$ cat src/design/ritx_pkg.sv
// ----------------------------------------------------------------------------
// ritx_pkg: shared types and constants for the radix text converter
// Widths, character codes and helper functions used by the front, the
// alphabet store/checker and the back end.
// ----------------------------------------------------------------------------
package ritx_pkg;

  localparam int NUM_W          = 32;
  localparam int CHAR_W         = 8;
  localparam int WORD_W         = 64;
  localparam int WORD_COUNT     = 8;
  localparam int WORD_IDX_W     = 3;
  localparam int CFG_IDX_W      = 4;
  localparam int ALPHABET_SLOTS = 64;
  localparam int POS_W          = 6;
  localparam int DIGIT_W        = 6;
  localparam int SEEN_W         = 64;
  localparam int RADIX_W        = 7;
  localparam int MAX_DIGITS     = 32;
  localparam int DSTORE_IDX_W   = 5;
  localparam int CNT_W          = 6;
  localparam int BITS_PER_CYCLE = 8;
  localparam int DIV_STEPS      = NUM_W / BITS_PER_CYCLE;
  localparam int DIV_STEP_W     = 2;
  localparam int QDEPTH         = 2;
  localparam int QPTR_W         = 1;
  localparam int QCNT_W         = 2;

  localparam logic [CHAR_W-1:0] CH_0     = 8'h30;
  localparam logic [CHAR_W-1:0] CH_9     = 8'h39;
  localparam logic [CHAR_W-1:0] CH_UA    = 8'h41;
  localparam logic [CHAR_W-1:0] CH_UZ    = 8'h5A;
  localparam logic [CHAR_W-1:0] CH_LA    = 8'h61;
  localparam logic [CHAR_W-1:0] CH_LZ    = 8'h7A;
  localparam logic [CHAR_W-1:0] CH_MINUS = 8'h2D;
  localparam logic [CHAR_W-1:0] CH_NUL   = 8'h00;

  localparam logic [RADIX_W-1:0] MIN_RADIX = 7'd2;

  // queued work item: sign and unsigned magnitude
  typedef struct packed {
    logic             neg;
    logic [NUM_W-1:0] mag;
  } item_t;

  // alphabet status seen by the back end
  typedef struct packed {
    logic               busy;
    logic               ok;
    logic [RADIX_W-1:0] radix;
  } alpha_stat_t;

  function automatic logic is_alnum(input logic [CHAR_W-1:0] c);
    return (c >= CH_0 && c <= CH_9) || (c >= CH_UA && c <= CH_UZ) ||
           (c >= CH_LA && c <= CH_LZ);
  endfunction

  // dense code of an alphanumeric byte (garbage for others)
  function automatic logic [DIGIT_W-1:0] alnum_code(input logic [CHAR_W-1:0] c);
    logic [CHAR_W-1:0] d;
    if (c <= CH_9) begin
      d = c - CH_0;
    end else if (c <= CH_UZ) begin
      d = c - CH_UA + 8'd10;
    end else begin
      d = c - CH_LA + 8'd36;
    end
    return d[DIGIT_W-1:0];
  endfunction

  function automatic logic [CHAR_W-1:0] pick_byte(input logic [WORD_W-1:0] w,
                                                   input logic [WORD_IDX_W-1:0] sel);
    return w[{sel, 3'b000} +: CHAR_W];
  endfunction

endpackage

$ cat src/design/ritx_ram.sv
// ----------------------------------------------------------------------------
// ritx_ram: generic single-write, single-read RAM
// One write port and one read port; read data is registered.
// ----------------------------------------------------------------------------
module ritx_ram #(
  parameter int WIDTH = 8,
  parameter int DEPTH = 8,
  localparam int AW = (DEPTH > 1) ? $clog2(DEPTH) : 1
) (
  input  logic             clk,
  input  logic             we,
  input  logic [AW-1:0]    waddr,
  input  logic [WIDTH-1:0] wdata,
  input  logic [AW-1:0]    raddr,
  output logic [WIDTH-1:0] rdata
);

  logic [WIDTH-1:0] mem [DEPTH];

  always_ff @(posedge clk) begin
    if (we) begin
      mem[waddr] <= wdata;
    end
    rdata <= mem[raddr];
  end

endmodule

$ cat src/design/ritx_front.sv
// ----------------------------------------------------------------------------
// ritx_front: input side
// Takes numbers, splits them into sign and magnitude and queues them.
// ----------------------------------------------------------------------------
module ritx_front (
  input  logic                         clk,
  input  logic                         rst_n,
  input  logic                         push,
  input  logic signed [ritx_pkg::NUM_W-1:0] number,
  output logic                         full,
  input  logic                         pop,
  output ritx_pkg::item_t              item,
  output logic                         empty
);

  import ritx_pkg::*;

  item_t              ent_r [QDEPTH];
  logic [QPTR_W-1:0]  wr_ptr_r, rd_ptr_r;
  logic [QCNT_W-1:0]  cnt_r;
  logic [NUM_W-1:0]   raw;
  item_t              cls;
  logic               do_push, do_pop;

  // magnitude via unsigned negate: most negative value stays exact
  assign raw     = number;
  assign cls.neg = raw[NUM_W-1];
  assign cls.mag = cls.neg ? (NUM_W'(0) - raw) : raw;

  assign full    = (cnt_r == QCNT_W'(QDEPTH));
  assign empty   = (cnt_r == '0);
  assign item    = ent_r[rd_ptr_r];
  assign do_push = push && !full;
  assign do_pop  = pop && !empty;

  always_ff @(posedge clk) begin
    if (do_push) begin
      ent_r[wr_ptr_r] <= cls;
    end
  end

  always_ff @(posedge clk) begin
    if (!rst_n) begin
      wr_ptr_r <= '0;
      rd_ptr_r <= '0;
      cnt_r    <= '0;
    end else begin
      if (do_push) begin
        wr_ptr_r <= wr_ptr_r + 1'b1;
      end
      if (do_pop) begin
        rd_ptr_r <= rd_ptr_r + 1'b1;
      end
      if (do_push && !do_pop) begin
        cnt_r <= cnt_r + 1'b1;
      end else if (do_pop && !do_push) begin
        cnt_r <= cnt_r - 1'b1;
      end
    end
  end

endmodule

$ cat src/design/ritx_alpha.sv
// ----------------------------------------------------------------------------
// ritx_alpha: alphabet store and checker
// Holds the eight alphabet words in a RAM, rescans them after each write to a
// word (length, alphanumeric test, duplicates) and serves digit characters.
// ----------------------------------------------------------------------------
module ritx_alpha (
  input  logic                              clk,
  input  logic                              rst_n,
  input  logic                              cfg_we,
  input  logic [ritx_pkg::CFG_IDX_W-1:0]    cfg_index,
  input  logic [ritx_pkg::WORD_W-1:0]       cfg_data,
  input  logic [ritx_pkg::DIGIT_W-1:0]      rd_digit,
  output ritx_pkg::alpha_stat_t             stat,
  output logic [ritx_pkg::CHAR_W-1:0]       rd_char
);

  import ritx_pkg::*;

  localparam logic [1:0] CK_IDLE = 2'd0;
  localparam logic [1:0] CK_WAIT = 2'd1;
  localparam logic [1:0] CK_SCAN = 2'd2;

  logic                  wr_ok;
  logic [WORD_IDX_W-1:0] rd_addr;
  logic [WORD_W-1:0]     rdata, word_q;
  logic [WORD_COUNT-1:0] vld_r;
  logic                  rvld_r;
  logic [WORD_IDX_W-1:0] rsel_r;

  logic [1:0]            ck_st_r, ck_st_nxt;
  logic [POS_W-1:0]      pos_r, pos_nxt;
  logic [RADIX_W-1:0]    len_r, len_nxt, len_inc;
  logic                  good_r, good_nxt;
  logic [SEEN_W-1:0]     seen_r, seen_nxt;
  logic [RADIX_W-1:0]    radix_r, radix_nxt;
  logic                  ok_r, ok_nxt;
  logic [CHAR_W-1:0]     ck_byte;
  logic [DIGIT_W-1:0]    ck_code;
  logic                  ck_bad;

  assign wr_ok   = cfg_we && (cfg_index < CFG_IDX_W'(WORD_COUNT));
  assign rd_addr = (ck_st_r != CK_IDLE) ? pos_r[POS_W-1 -: WORD_IDX_W]
                                        : rd_digit[DIGIT_W-1 -: WORD_IDX_W];

  ritx_ram #(.WIDTH(WORD_W), .DEPTH(WORD_COUNT)) u_ram (
    .clk   (clk),
    .we    (wr_ok),
    .waddr (cfg_index[WORD_IDX_W-1:0]),
    .wdata (cfg_data),
    .raddr (rd_addr),
    .rdata (rdata)
  );

  // never-written words read as zero
  assign word_q  = rvld_r ? rdata : '0;
  assign rd_char = pick_byte(word_q, rsel_r);

  assign ck_byte = pick_byte(word_q, pos_r[WORD_IDX_W-1:0]);
  assign ck_code = alnum_code(ck_byte);
  assign ck_bad  = !is_alnum(ck_byte) || seen_r[ck_code];
  assign len_inc = len_r + 1'b1;

  always_comb begin
    ck_st_nxt = ck_st_r;
    pos_nxt   = pos_r;
    len_nxt   = len_r;
    good_nxt  = good_r;
    seen_nxt  = seen_r;
    radix_nxt = radix_r;
    ok_nxt    = ok_r;
    case (ck_st_r)
      CK_WAIT: begin
        ck_st_nxt = CK_SCAN;
      end
      CK_SCAN: begin
        if (ck_byte == CH_NUL) begin
          radix_nxt = len_r;
          ok_nxt    = good_r && (len_r >= MIN_RADIX);
          ck_st_nxt = CK_IDLE;
        end else begin
          good_nxt          = good_r && !ck_bad;
          seen_nxt[ck_code] = 1'b1;
          len_nxt           = len_inc;
          if (pos_r == POS_W'(ALPHABET_SLOTS - 1)) begin
            radix_nxt = len_inc;
            ok_nxt    = good_nxt && (len_inc >= MIN_RADIX);
            ck_st_nxt = CK_IDLE;
          end else begin
            pos_nxt = pos_r + 1'b1;
            if (pos_r[WORD_IDX_W-1:0] == '1) begin
              ck_st_nxt = CK_WAIT;   // next word: wait for the registered RAM read
            end
          end
        end
      end
      default: begin
        ck_st_nxt = ck_st_r;
      end
    endcase
    if (wr_ok) begin
      ck_st_nxt = CK_WAIT;
      pos_nxt   = '0;
      len_nxt   = '0;
      good_nxt  = 1'b1;
      seen_nxt  = '0;
    end
  end

  always_ff @(posedge clk) begin
    rsel_r <= rd_digit[WORD_IDX_W-1:0];
    pos_r  <= pos_nxt;
    len_r  <= len_nxt;
    good_r <= good_nxt;
    seen_r <= seen_nxt;
  end

  always_ff @(posedge clk) begin
    if (!rst_n) begin
      vld_r   <= '0;
      rvld_r  <= 1'b0;
      ck_st_r <= CK_IDLE;
      radix_r <= '0;
      ok_r    <= 1'b0;
    end else begin
      if (wr_ok) begin
        vld_r[cfg_index[WORD_IDX_W-1:0]] <= 1'b1;
      end
      rvld_r  <= vld_r[rd_addr];
      ck_st_r <= ck_st_nxt;
      radix_r <= radix_nxt;
      ok_r    <= ok_nxt;
    end
  end

  assign stat.busy  = (ck_st_r != CK_IDLE);
  assign stat.ok    = ok_r;
  assign stat.radix = radix_r;

endmodule

$ cat src/design/ritx_back.sv
// ----------------------------------------------------------------------------
// ritx_back: conversion back end
// Divides the magnitude by the radix eight quotient bits a cycle, stores
// the remainders, then emits sign and digits most significant first.
// ----------------------------------------------------------------------------
module ritx_back (
  input  logic                          clk,
  input  logic                          rst_n,
  input  logic                          q_empty,
  input  ritx_pkg::item_t               q_item,
  output logic                          q_pop,
  input  ritx_pkg::alpha_stat_t         stat,
  output logic [ritx_pkg::DIGIT_W-1:0]  rd_digit,
  input  logic [ritx_pkg::CHAR_W-1:0]   rd_char,
  output logic                          out_empty,
  input  logic                          out_pop,
  output logic [ritx_pkg::CHAR_W-1:0]   out_text_char,
  output logic                          out_last_char
);

  import ritx_pkg::*;

  localparam logic [2:0] ST_IDLE = 3'd0;
  localparam logic [2:0] ST_DIV  = 3'd1;
  localparam logic [2:0] ST_LD   = 3'd2;
  localparam logic [2:0] ST_RD   = 3'd3;
  localparam logic [2:0] ST_WR   = 3'd4;

  logic [2:0]            st_r, st_nxt;
  logic [NUM_W-1:0]      q_r, q_nxt;
  logic [DIGIT_W-1:0]    rem_r, rem_nxt;
  logic [DIV_STEP_W-1:0] step_r, step_nxt;
  logic [CNT_W-1:0]      cnt_r, cnt_nxt, cnt_m1, cnt_nxt_m1;
  logic                  neg_r, neg_nxt;
  logic                  sign_pend_r, sign_pend_nxt;
  logic                  dig_we;
  logic [NUM_W-1:0]      div_q;
  logic [DIGIT_W-1:0]    div_r;
  logic                  ov_r;
  logic [CHAR_W-1:0]     oc_r;
  logic                  ol_r;
  logic                  slot_free, push;
  logic [CHAR_W-1:0]     push_char;
  logic                  push_last;

  // eight restoring steps; remainder stays below radix (<= 64)
  always_comb begin : div_blk
    logic [RADIX_W-1:0] r7;
    logic [DIGIT_W-1:0] r6;
    logic [NUM_W-1:0]   qv;
    r6 = rem_r;
    qv = q_r;
    r7 = '0;
    for (int i = 0; i < BITS_PER_CYCLE; i++) begin
      r7 = {r6, qv[NUM_W-1]};
      qv = {qv[NUM_W-2:0], 1'b0};
      if (r7 >= stat.radix) begin
        r7    = r7 - stat.radix;
        qv[0] = 1'b1;
      end
      r6 = r7[DIGIT_W-1:0];
    end
    div_q = qv;
    div_r = r6;
  end

  // digit store: read address follows the next count, so once the last
  // write has landed the registered read data holds the top pending digit
  ritx_ram #(.WIDTH(DIGIT_W), .DEPTH(MAX_DIGITS)) u_dig (
    .clk   (clk),
    .we    (dig_we),
    .waddr (cnt_r[DSTORE_IDX_W-1:0]),
    .wdata (div_r),
    .raddr (cnt_nxt_m1[DSTORE_IDX_W-1:0]),
    .rdata (rd_digit)
  );

  assign cnt_m1     = cnt_r - 1'b1;
  assign cnt_nxt_m1 = cnt_nxt - 1'b1;
  assign slot_free  = !ov_r || out_pop;
  assign push_char  = sign_pend_r ? CH_MINUS : rd_char;
  assign push_last  = !sign_pend_r && (cnt_r == CNT_W'(1));

  always_comb begin
    st_nxt        = st_r;
    q_nxt         = q_r;
    rem_nxt       = rem_r;
    step_nxt      = step_r;
    cnt_nxt       = cnt_r;
    neg_nxt       = neg_r;
    sign_pend_nxt = sign_pend_r;
    q_pop         = 1'b0;
    dig_we        = 1'b0;
    push          = 1'b0;
    case (st_r)
      ST_IDLE: begin
        if (!q_empty && !stat.busy) begin
          q_pop = 1'b1;
          if (stat.ok) begin        // bad alphabet: item dropped
            q_nxt    = q_item.mag;
            neg_nxt  = q_item.neg;
            rem_nxt  = '0;
            step_nxt = '0;
            cnt_nxt  = '0;
            st_nxt   = ST_DIV;
          end
        end
      end
      ST_DIV: begin
        q_nxt    = div_q;
        rem_nxt  = div_r;
        step_nxt = step_r + 1'b1;
        if (step_r == DIV_STEP_W'(DIV_STEPS - 1)) begin
          dig_we  = 1'b1;
          cnt_nxt = cnt_r + 1'b1;
          rem_nxt = '0;
          // zero input yields one zero digit here as well
          if (div_q == '0) begin
            sign_pend_nxt = neg_r;
            st_nxt        = ST_LD;
          end
        end
      end
      ST_LD: begin
        st_nxt = ST_RD;             // last digit write lands, fetch top digit
      end
      ST_RD: begin
        st_nxt = ST_WR;
      end
      ST_WR: begin
        if (slot_free) begin
          push = 1'b1;
          if (sign_pend_r) begin
            sign_pend_nxt = 1'b0;   // digit read already valid
          end else begin
            cnt_nxt = cnt_m1;
            st_nxt  = (cnt_r == CNT_W'(1)) ? ST_IDLE : ST_RD;
          end
        end
      end
      default: begin
        st_nxt = ST_IDLE;
      end
    endcase
  end

  always_ff @(posedge clk) begin
    q_r         <= q_nxt;
    rem_r       <= rem_nxt;
    step_r      <= step_nxt;
    neg_r       <= neg_nxt;
    sign_pend_r <= sign_pend_nxt;
    if (push) begin
      oc_r <= push_char;
      ol_r <= push_last;
    end
  end

  always_ff @(posedge clk) begin
    if (!rst_n) begin
      st_r  <= ST_IDLE;
      cnt_r <= '0;
      ov_r  <= 1'b0;
    end else begin
      st_r  <= st_nxt;
      cnt_r <= cnt_nxt;
      if (push) begin
        ov_r <= 1'b1;
      end else if (out_pop) begin
        ov_r <= 1'b0;
      end
    end
  end

  assign out_empty     = !ov_r;
  assign out_text_char = oc_r;
  assign out_last_char = ol_r;

`ifndef SYNTHESIS
  a_hold_while_checking: assert property (@(posedge clk) disable iff (!rst_n)
    (st_r == ST_IDLE && stat.busy) |=> (st_r == ST_IDLE))
    else $error("back end started while alphabet check running");

  a_digit_count: assert property (@(posedge clk) disable iff (!rst_n)
    cnt_r <= CNT_W'(MAX_DIGITS))
    else $error("digit count above store depth");

  a_rem_below_radix: assert property (@(posedge clk) disable iff (!rst_n)
    (st_r == ST_DIV) |-> ({1'b0, rem_r} < stat.radix))
    else $error("partial remainder not below radix");

  a_last_ends_item: assert property (@(posedge clk) disable iff (!rst_n)
    (push && push_last) |=> (st_r == ST_IDLE))
    else $error("last character transfer did not end the item");
`endif

endmodule

$ cat src/design/signed_integer_to_radix_text_top.sv
// ----------------------------------------------------------------------------
// signed_integer_to_radix_text_top: signed integer to custom-radix text
// Converts signed 32-bit numbers to text over a configurable digit
// alphabet, one character per result transfer.
// ----------------------------------------------------------------------------
// Each number pushed on the in_ side comes out on the out_ side as a
// string of characters, most significant digit first, with a leading '-'
// for negative values; out_last_char marks the final character of a number.
// The radix is the length of the alphabet in cfg words 0..7 (low byte
// first, ended by the first zero byte, at most 64 characters). If the
// alphabet is shorter than two characters, holds a non-alphanumeric byte
// or holds a duplicate, numbers are taken and dropped with no output.
// Zero is emitted as the first alphabet character. After every write to an
// alphabet word the alphabet is rescanned (up to 8 word reads plus one byte
// a cycle); items queue but no new conversion starts during the scan. Per
// item: a start step, then for each digit the divider retires 8 quotient
// bits per cycle, then the top stored digit is fetched, and each character
// passes through the alphabet RAM read and the output register, the sign
// adding one more character.
// Front and back are split by a two-entry queue, so new numbers are taken
// while a conversion runs; the result side has a one-deep output register.
// ----------------------------------------------------------------------------
module signed_integer_to_radix_text_top (
  input  logic                                 clk,
  input  logic                                 rst_n,
  // input channel
  input  logic                                 in_push,
  output logic                                 in_full,
  input  logic signed [ritx_pkg::NUM_W-1:0]    in_number,
  // result channel
  output logic                                 out_empty,
  input  logic                                 out_pop,
  output logic [ritx_pkg::CHAR_W-1:0]          out_text_char,
  output logic                                 out_last_char,
  // configuration write port
  input  logic                                 cfg_we,
  input  logic [ritx_pkg::CFG_IDX_W-1:0]       cfg_index,
  input  logic [ritx_pkg::WORD_W-1:0]          cfg_data
);

  import ritx_pkg::*;

  item_t              q_item;
  logic               q_empty;
  logic               q_pop;
  alpha_stat_t        stat;
  logic [DIGIT_W-1:0] rd_digit;
  logic [CHAR_W-1:0]  rd_char;

  // front: sign/magnitude split and the work queue
  ritx_front u_front (
    .clk    (clk),
    .rst_n  (rst_n),
    .push   (in_push),
    .number (in_number),
    .full   (in_full),
    .pop    (q_pop),
    .item   (q_item),
    .empty  (q_empty)
  );

  // alphabet words, validity scan and digit character lookup
  ritx_alpha u_alpha (
    .clk       (clk),
    .rst_n     (rst_n),
    .cfg_we    (cfg_we),
    .cfg_index (cfg_index),
    .cfg_data  (cfg_data),
    .rd_digit  (rd_digit),
    .stat      (stat),
    .rd_char   (rd_char)
  );

  // back: iterative division, digit store and character output
  ritx_back u_back (
    .clk           (clk),
    .rst_n         (rst_n),
    .q_empty       (q_empty),
    .q_item        (q_item),
    .q_pop         (q_pop),
    .stat          (stat),
    .rd_digit      (rd_digit),
    .rd_char       (rd_char),
    .out_empty     (out_empty),
    .out_pop       (out_pop),
    .out_text_char (out_text_char),
    .out_last_char (out_last_char)
  );

endmodule

$ cat config.mk
export PLATFORM = sky130hd
export DESIGN_NAME = signed_integer_to_radix_text_top
export DESIGN_NICKNAME = d
export VERILOG_FILES = /design/src/design/ritx_pkg.sv /design/src/design/ritx_ram.sv /design/src/design/ritx_front.sv /design/src/design/ritx_alpha.sv /design/src/design/ritx_back.sv /design/src/design/signed_integer_to_radix_text_top.sv
export SDC_FILE = /design/constraint.sdc
export NUM_CORES = 1
export LEC_CHECK = 0
export BUFFER_PORTS_ARGS = -buffer_cell sky130_fd_sc_hd__buf_4
export CORE_MARGIN = 4
export CORE_UTILIZATION = 61
export CTS_CLUSTER_SIZE = 14
export DETAILED_ROUTE_END_ITERATION = 10
export GPL_TIMING_DRIVEN = 0
export PLACE_DENSITY = 0.78
export SETUP_SLACK_MARGIN = 0.5
export SLEW_MARGIN = 5
export SYNTH_ARGS = -nofsm -noshare
export SYNTH_HDL_FRONTEND = slang
export SYNTH_HIERARCHICAL = 1
export SYNTH_SLANG_ARGS = --single-unit
$ cat constraint.sdc
create_clock -name clk -period 14.5 [get_ports clk]
set_input_delay 1.45 -clock clk [delete_from_list [all_inputs] [get_ports clk]]
set_output_delay 1.45 -clock clk [all_outputs]
set_load 0.01 [all_outputs]
==> summary.md <==
| Metric | Value |
|---|---|
| Status | completed |
| CTS buffer count | 97 |
| TritonCTS clock tree | built |
| Vias/cell | 6.35 |
| Fmax | 74.1 MHz |
| Setup CP Type | reg2reg |
| First-pass GRT wire length | 158,000 um |
| HP Class | reg2reg |
| Routed WL | 103,000 um |
| Avg Synthesized Cell Area | 15.8 um^2 |
| Yosys reg bits | 1,006 |
| CP max stage delay | 0.50 ns |
| HPWL after detailed placement | 70,000 um |
| Buffer depth of the longest clock path | 3 |
| Hold Buf Count CTS | 0 |
| DP Area | 46,300 um^2 |
| Core Rows | 97 |
| RSZ-0062 raised after global routing | no |
| Commonest non-fill, non-tap cell in the layout | edfxtp_1 |
| Die area | 75,800 um^2 |
| Synth cell types | 117 |
| Total track usage | 27.5% |
| Setup violators final | 0 |
| Die width | 275 um |
| MaxCap Viol Count | 0 |
| Vias in the first global route | 26.1k |
| Synth Flop Type | edfxtp_1 |
| Antenna violations before repair | 4 |
| Largest net degree at the start of global routing | 41 |
| Area grow syn2layout | 14.4% |
| Clock H-tree levels | 3 |
| WL/cell | 25.5 um |
| Fin crit period | 13.50 ns |
| Root Driver | clkbuf_16 |
| Sequential share of the synthesized area | 65.1% |
| Crit-path max FO | 23 |
| Mapped cell area | 43,600 um^2 |
| Final period utilization | 93.1% |
| Slew HR | 5.90% |
| Commonest non-fill, non-tap cells in the layout | edfxtp_1 (821), mux4_2 (215), nand2_1 (193) |
| Final hold vios | 0 |
| Synth area leaders | edfxtp_1 (57%), mux4_2 (11%), dfxtp_1 (8.5%) |
| CP required | 14.87 ns |
| DRT iter0 DRCs | 2,670 |
| Ys async rst share | 0% |
| Number of flops mapped to enable cells by yosys | 821 |
| Vias post-DR | 25.7k |
| Clk slew on worst S/H paths | 0.06 ns |
| Worst Tran Pin Value | 1.40 ns |
| Worst skew pair latency | 0.67 ns |
| Slew Viols, Final | 0 |
| Post-route antenna net violation count | 0 |
| GP Congestion | 0.919 |
| Yosys top cell area share | 56.6% |
| Core footprint | 70,400 um^2 |
| Final #Nets | 3,215 |
| Share of cells above drive strength 1 | 25.7% |
| Final Cell Area | 49,900 um^2 |
| Port Buffers | 115 |
| Drt pass-1 iters | 8 |
| Critical path data arrival time | 13.87 ns |
| Syn_nets | 2,943 |
| Drt drc | 0 |
| Die Span Y | 275 um |
| Top cell type by total area after synthesis | edfxtp_1 |
| Synth Instances | 2,751 |
| Grt ovf | 0 |
| Slowest CP cell | dfxtp_4 |
| Worst Setup End Kind | flop |
| Most used cell, CP | ha_1 |
| YS warnings | 6 |
| Io pins | 116 |
| Clk sinks | 1,006 |
| Starting Density | 61.9% |
| Final Skew | 0.0633 ns |
| Setup crit start kind | flop |
==> cells in the mapped netlist, types with 17 or more instances <==
master	instances
edfxtp_1	821
nor2_1	184
nor3_1	36
nand2_1	194
nand3_1	33
o21a_1	24
mux4_2	215
o21ai_0	56
dfxtp_1	185
nor2b_1	26
and3_1	21
xnor2_1	47
clkbuf_1	59
and2_1	21
xor2_1	30
mux2_2	120
ha_1	79
nand2b_1	17
a21oi_1	117
mux2i_1	49
inv_1	70
buf_6	21
==> routing by layer <==
| layer | share of wire [%] | GRT usage, % |
|---|---|---|
| met5 | 0.013 | 0 |
| met4 | 3.2 | 8.42 |
| met3 | 7.3 | 4.50 |
| met2 | 51 | 46.9 |
| met1 | 39 | 36.9 |
==> final timing paths <==
path,from,end,slack (ns),cells after the start
worst max-delay path,u_alpha/radix_r[1],u_back/u_dig/mem[9][4],1.0,53
worst min-delay path,u_back/u_dig/rdata[0],u_alpha/rsel_r[0],0.33,0
worst max register to register,u_alpha/radix_r[1],u_back/u_dig/mem[9][4],1.0,53
worst min register to register,u_back/u_dig/rdata[0],u_alpha/rsel_r[0],0.33,0
==> critical path, delay by kind of cell (launching register included) <==
kind	cells	cell delay (ns)
AOI/OAI and AO/OA	28	6.72
adders and majority gates	8	2.59
buffers and inverters	7	1.30
DFF	1	0.50
muxes	3	1.12
and+or+nand+nor	7	1.00
==> cell type report <==
| cell class | count | area [um^2] |
|---|---|---|
| flip-flops and latches | 1006 | 28400 |
| fillers | 4325 | 20500 |
| multi-input cells | 1557 | 14500 |
| clock buffers | 126 | 2620 |
| repair buffers | 173 | 1640 |
| well taps | 940 | 1180 |
| plain buffers | 115 | 666 |
| clock inverters | 54 | 587 |
| inverters | 73 | 285 |
| diodes | 2 | 5.00 |
==> registers in the layout (all words and copies together) (netlist names), 3 cells and up, named ones only <==
register              flops
u_back/st_r               3
u_alpha/vld_r             8
u_back/q_r               32
u_back/out_text_char      8
u_alpha/seen_r           64
u_alpha/u_ram/mem       512
u_alpha/pos_r             6
u_alpha/radix_r           7
u_front/ent_r            66
u_back/u_dig/rdata        6
u_back/cnt_r              6
u_alpha/u_ram/rdata      64
u_back/rem_r              6
u_alpha/len_r             7
u_alpha/rsel_r            3
u_back/u_dig/mem        192
==> per-stage QoR <==
stage	util, %	hold WS (ns)	setup TNS [ns]	worst slack (ns)	std cells
after floorplan	-	0.310	0	1.07	2751
after global placement	64.8	0.318	-325.04	-3.25	3806
after detailed placement	65.7	0.316	-237.53	-1.40	3841
after CTS	70.5	0.336	0	0.514	4026
after global routing	70.8	0.336	0	0.428	4045
final	70.8	0.334	0	0.996	4046
==> cell families (layout without fill, tap and decap cells) <==
family          count (synthesis)  after routing  share of synthesized area, %
flops                        1006           1006                          65.1
simple gates                  630            630                          7.07
buf+inv                       188            541                          2.15
fa+ha+maj                      87             87                          2.64
mux                           387            387                          15.4
xor+xnor                       77             77                          1.55
compound gates                376            376                          6.09
other cells                     0              2                             0
==> what timing repair did <==
action / CTS / global route
pin swaps: 3 / 2
buffers inserted: 5 / 18
resized for setup: 22 / 18
setup endpoints to repair: 202 / 202
Power is not shown: default switching activity piles up to over one toggle a cycle in this logic, so the estimate is an artifact.
